## config.mk

```make
export PLATFORM = sky130hd
export DESIGN_NAME = cde_sqrt
export DESIGN_NICKNAME = d
export VERILOG_FILES = /design/src/rtl/cde_pkg.sv /design/src/rtl/cde_sqrt.sv
export SDC_FILE = /design/constraint.sdc
export NUM_CORES = 2
export LEC_CHECK = 0
export BUFFER_PORTS_ARGS = -buffer_cell sky130_fd_sc_hd__buf_2
export CAP_MARGIN = 20
export CORE_UTILIZATION = 30
export CTS_CLUSTER_SIZE = 16
export DETAILED_ROUTE_END_ITERATION = 16
export GPL_ROUTABILITY_DRIVEN = 0
export PLACE_DENSITY_LB_ADDON = 0.15
export RECOVER_POWER = 100
export SETUP_SLACK_MARGIN = 0.1
export SYNTH_ARGS = -nofsm -noshare
export SYNTH_HDL_FRONTEND = slang
export SYNTH_MEMORY_MAX_BITS = 65536
export SYNTH_SLANG_ARGS = --single-unit
```

## constraint.sdc

```tcl
create_clock -name i_clk -period 5.3 [get_ports i_clk]
set_input_delay 0 -clock i_clk [delete_from_list [all_inputs] [get_ports i_clk]]
set_output_delay 0 -clock i_clk [all_outputs]
set_load 0.05 [all_outputs]
```

## src/rtl/cde_pkg.sv

```systemverilog
// Shared types, constants and helper functions of the cone distance estimate unit.
package cde_pkg;

    localparam int FRAC_BITS = 16;

    localparam int CFG_IDX_W = 3;
    localparam logic [CFG_IDX_W-1:0] CFG_CENTER_X    = 3'd0;
    localparam logic [CFG_IDX_W-1:0] CFG_CENTER_Y    = 3'd1;
    localparam logic [CFG_IDX_W-1:0] CFG_CENTER_Z    = 3'd2;
    localparam logic [CFG_IDX_W-1:0] CFG_BASE_RADIUS = 3'd3;
    localparam logic [CFG_IDX_W-1:0] CFG_CONE_HEIGHT = 3'd4;

    localparam logic [30:0] DIST_MAX = 31'h7FFF_FFFF;

    // Square root pipeline: one result bit per stage.
    localparam int SQ_OUT_W = 34;
    localparam int SQ_IN_W  = 2 * SQ_OUT_W;
    localparam int SQ_REM_W = SQ_OUT_W + 3;

    // Restoring divider: one quotient bit per stage.
    localparam int DIV_Q_W = 31;
    localparam int DIV_A_W = 66;
    localparam int DIV_B_W = 32;

    // Delay that lines the quotient up with the second root.
    localparam int QD_N = SQ_OUT_W - DIV_Q_W;

    typedef struct packed {
        logic signed [31:0] origin_x;
        logic signed [31:0] origin_y;
        logic signed [31:0] origin_z;
        logic signed [31:0] direction_y;
    } t_cde_in;

    typedef struct packed {
        logic [30:0] distance;
        logic        no_hit;
    } t_cde_out;

    function automatic logic [32:0] cde_mag(input logic signed [32:0] v);
        logic [32:0] res;
        res = v[32] ? 33'(-v) : 33'(v);
        return res;
    endfunction

    function automatic logic [30:0] cde_sat(input logic [SQ_OUT_W-1:0] v);
        logic [30:0] res;
        res = (v > {3'b000, DIST_MAX}) ? DIST_MAX : v[30:0];
        return res;
    endfunction

endpackage

```

## src/rtl/cde_sqrt.sv

```systemverilog
// Pipelined floor square root, one result bit resolved per register stage.
module cde_sqrt (
    input  logic                         i_clk,
    input  logic                         i_en,
    input  logic [cde_pkg::SQ_IN_W-1:0]  i_rad,
    output logic [cde_pkg::SQ_OUT_W-1:0] o_root
);
    import cde_pkg::*;

    logic [SQ_IN_W-1:0]  r_x    [SQ_OUT_W];
    logic [SQ_REM_W-1:0] r_rem  [SQ_OUT_W];
    logic [SQ_OUT_W-1:0] r_root [SQ_OUT_W];
    logic [SQ_IN_W-1:0]  n_x    [SQ_OUT_W];
    logic [SQ_REM_W-1:0] n_rem  [SQ_OUT_W];
    logic [SQ_OUT_W-1:0] n_root [SQ_OUT_W];

    for (genvar j = 0; j < SQ_OUT_W; j++) begin : g_stage
        logic [SQ_IN_W-1:0]  p_x;
        logic [SQ_REM_W-1:0] p_rem;
        logic [SQ_OUT_W-1:0] p_root;
        logic [SQ_REM_W-1:0] c_rem;
        logic [SQ_REM_W-1:0] c_trial;

        if (j == 0) begin : g_first
            assign p_x    = i_rad;
            assign p_rem  = '0;
            assign p_root = '0;
        end else begin : g_next
            assign p_x    = r_x[j-1];
            assign p_rem  = r_rem[j-1];
            assign p_root = r_root[j-1];
        end

        // Bring down the next two radicand bits and try the next root bit.
        assign c_rem   = {p_rem[SQ_REM_W-3:0], p_x[SQ_IN_W-1 -: 2]};
        assign c_trial = {1'b0, p_root, 2'b01};
        assign n_x[j]  = p_x << 2;

        always_comb begin
            if (c_rem >= c_trial) begin
                n_rem[j]  = c_rem - c_trial;
                n_root[j] = {p_root[SQ_OUT_W-2:0], 1'b1};
            end else begin
                n_rem[j]  = c_rem;
                n_root[j] = {p_root[SQ_OUT_W-2:0], 1'b0};
            end
        end
    end

    always_ff @(posedge i_clk) begin
        if (i_en) begin
            for (int j = 0; j < SQ_OUT_W; j++) begin
                r_x[j]    <= n_x[j];
                r_rem[j]  <= n_rem[j];
                r_root[j] <= n_root[j];
            end
        end
    end

    assign o_root = r_root[SQ_OUT_W-1];

endmodule

```

==> results.py <==
metrics = {
    "logic_synthesis": {
        "yosysMostFrequentCell": "sky130_fd_sc_hd__edfxtp_1",
        "synth_top_flop_cell": "sky130_fd_sc_hd__edfxtp_1",
        "synthesis.yosys.warnings": 0,
        "netlist_instances": 10300,
        "synth.top_cells.by_area": "sky130_fd_sc_hd__edfxtp_1 64%, sky130_fd_sc_hd__ha_1 6.0%, sky130_fd_sc_hd__xnor2_1 3.3%, sky130_fd_sc_hd__xor2_1 2.9%, sky130_fd_sc_hd__a21oi_1 2.4%",
        "seq_area_frac_synth_pct": 64.0,
        "syn-cell-area_mm2": 0.132,
        "yosys.cell_types.count": 90,
        "postSynthNetCount": 11000,
        "synth-edff-count": 2819,
        "synth_common_cells": "2819 x sky130_fd_sc_hd__edfxtp_1, 833 x sky130_fd_sc_hd__inv_1, 710 x sky130_fd_sc_hd__nand2_1",
        "synth_top_area_share_pct": 64.0,
        "synth_top_area_cell": "sky130_fd_sc_hd__edfxtp_1",
        "flip_flop_and_latch_count_after_synthesis": 2819,
        "async_reset_ff_share_pct": 0,
        "syn_avg_cell_area_um2": 12.8,
    },
    "critical_path": {
        "critPathKind": "flop to flop",
        "timing.reg2reg.setup_slack_ns": 0.64,
        "worst-path-max-fanout": 14,
        "worst-path-buf-inv": 2,
        "cell_with_the_largest_stage_delay_on_the_worst_path": "sky130_fd_sc_hd__clkbuf_1",
        "cpLargestDelayFamily": "simple AND/OR/NAND/NOR gates",
        "critical_path.startpoint_type": "flop",
        "cp.required_ns": 5.91,
        "r2r_end": "r_rem[9][32]",
        "worst_ep_arrival_time_ns": 5.27,
        "end_kind": "flop",
        "r2r_cells": 11,
        "reg2reg_from": "r_rem[8][24]",
        "cp_cell_sequence": "or3_1, or3_1, or4_1, or3_1, nor3_1, and3_1, clkbuf_1, inv_1, nand4_1, nor4_1, xor2_1",
        "cpPeakStageDelay_ns": 0.51,
        "path_common_cell": "sky130_fd_sc_hd__or3_1",
        "timing.critical_path.from": "r_rem[8][24]",
    },
    "routing": {
        "post_drt_via_cell_ratio": 4.76,
        "routed_wl_um": 299000,
        "drtIter0Drc": 5824,
        "vias": 80700,
        "first_pass_iters": 6,
        "routedWlPerCell_um": 17.6,
        "detail_route.drc_violations": 0,
        "antenna_left": 0,
    },
    "global_route": {
        "gr-usage-all-layers_pct": 13.1,
        "grt_util_met3_pct": 1.76,
        "first_global_vias": 80900,
        "global_route.peak_usage_layer": "met2",
        "grt_use_met2_pct": 22.7,
        "maximum_number_of_pins_on_one_net_before_global_route_repair": 180,
        "antenna_found_initial": 1,
        "grt.overflow.total": 0,
        "grtUsageMet1_pct": 17.0,
        "grt_pass1_wl_um": 468000,
    },
    "clocking": {
        "worst_setup_hold_path_clk_slew_ns": 0.06,
        "cts_inserted_buffers": 339,
        "clock_path_buffers": 4,
        "clock_tree_from_tritoncts": "built",
        "clk_latency_ns": 0.92,
        "cts_max_level": 5,
        "post_cts_resized": 0,
        "root_buffer": "sky130_fd_sc_hd__clkbuf_16",
        "cts_sinks": 2819,
    },
    "placed_design": {
        "dpl.cell_count": 16200,
        "place.port_buffers": 103,
        "dp_worst_setup_slack_ns": 1.04,
        "hpwl_um": 214000,
    },
    "min_path": {
        "hold_path.startpoint": "i_rad[65]",
        "timing.hold.worst_endpoint": "r_x[0][65]",
        "type_of_the_worst_min_delay_path": "primary input to flop",
        "hold_path_depth": 3,
    },
    "sta": {
        "achievable-frequency_mhz": 214,
        "whs_ns": 0.334,
        "fin_crit_sh_pct": 88.0,
        "period_needed_ns": 4.66,
        "timing.slew.headroom_pct": -153,
        "hold_violations": 0,
        "rsz0062_at_grt": "false",
        "finalClockSkew_ns": 0.0615,
        "finalSetupViolCount": 0,
        "timing_max_transition_violations_final": 968,
        "postLayoutSetupSlackWorst_ns": 0.636,
        "max_slew.worst_pin.slew_ns": 3.80,
        "timing.setup.tns_ns": 0,
    },
    "floorplanning": {
        "initial_util_pct": 30.2,
        "io_pins": 104,
        "fp.dieW_um": 666,
        "dieHeight_um": 666,
        "core_footprint_mm2": 0.438,
        "placementRows": 243,
        "fp.dieArea_mm2": 0.443,
    },
    "run_status": {
        "violations_in_the_final_reports": "max-capacitance violations, max-slew violations",
        "outcome": "complete, but fails checks",
    },
    "power": {
        "powerDensity_mw_per_mm2": 446,
        "finalPower_mw": 68.1,
        "power.ir.vdd_worst_v": 0.000304,
        "leak_pwr_nw": 57.0,
    },
    "cells_and_area": {
        "fillerInstances": 43000,
        "finish.cell_count_without_fillers": 16900,
        "area_delta_synth_final_pct": 15.4,
        "final_layout_size_suffix_gt1_share_pct": 7.20,
        "nets": 11500,
    },
    "job": {
        "number_of_max_cap_violations": 11,
    },
}
## through the flow
step	utilization (%)	instance area, µm²
after floorplan	-	132000
after global routing	34.8	153000
after global placement	32.0	140000
after detailed placement	32.0	140000
final	34.8	153000
after CTS	34.9	153000
## cell families (layout without fill, tap and decap cells)
family / Yosys count / count (layout) / synth area share [%]
fa+ha+maj: 631 / 631 / 5.97
buf+inv: 1065 / 1809 / 3.03
flops: 2819 / 2819 / 64.0
compound gates: 2116 / 2116 / 9.98
other cells: 1 / 5 / 0.00284
xor+xnor: 945 / 945 / 6.26
simple gates: 2639 / 2639 / 9.87
mux: 101 / 101 / 0.854
## cell usage in the layout, fill, tap and decap left out, types with 184 or more instances in the layout
cell type                   netlist  routed
sky130_fd_sc_hd__a21o_1         265     265
sky130_fd_sc_hd__a21oi_1        644     644
sky130_fd_sc_hd__clkbuf_16        0     345
sky130_fd_sc_hd__edfxtp_1      2819    2819
sky130_fd_sc_hd__ha_1           631     631
sky130_fd_sc_hd__inv_1          833     833
sky130_fd_sc_hd__nand2_1        710     711
sky130_fd_sc_hd__nand3_1        184     184
sky130_fd_sc_hd__nor2_1         617     617
sky130_fd_sc_hd__nor3_1         269     269
sky130_fd_sc_hd__o21ai_0        547     547
sky130_fd_sc_hd__xnor2_1        501     501
sky130_fd_sc_hd__xor2_1         444     444
## tightest hold or removal path: cells and delay by family
family / cells / cell delay [ns]
buf+inv: 3 / 1.13
## routing by layer
metal  vias to the layer above  wire (µm)
li1                      39200          -
met1                     39200     132000
met2                      1767     146000
met3                       534      12000
met4                         0       9580
met5                         -          0
## flip-flops by register name, summed over array words and instances (netlist names)
name,flops
r_root,595
r_rem,1102
r_x,1122
## what timing repair did
item / in CTS / in global routing
hold endpoints to repair: 385 / 0
buffers inserted: 0 / 0
hold buffers: 138 / 0
## power breakdown
group,internal (mW),switching [mW]
Sequential,28.4,1.96
Combinational,5.82,8.41
Clock,14.1,9.49
Total,48.2,19.9
## cell type report
cell class	count	area (µm²)	share of cell area, %
clock buffer	396	8820	5.78
multi-input combinational	6433	43600	28.6
antenna	4	10.0	0.00656
inverter	835	3130	2.05
timing repair buffer	349	2540	1.67
tap	5880	7360	4.82
clock inverter	229	2490	1.63
sequential	2819	84700	55.5
## how the worst max path moves through the flow
stage / endpoint / depth (start not counted)
floorplan: r_rem[5][23] / 10
detailed placement: r_rem[14][30] / 10
CTS: r_rem[14][30] / 10
global placement: r_rem[9][28] / 11
finish: r_rem[9][32] / 11
global route: r_rem[11][28] / 11
Note: power is estimated with default switching activity, not from simulation.
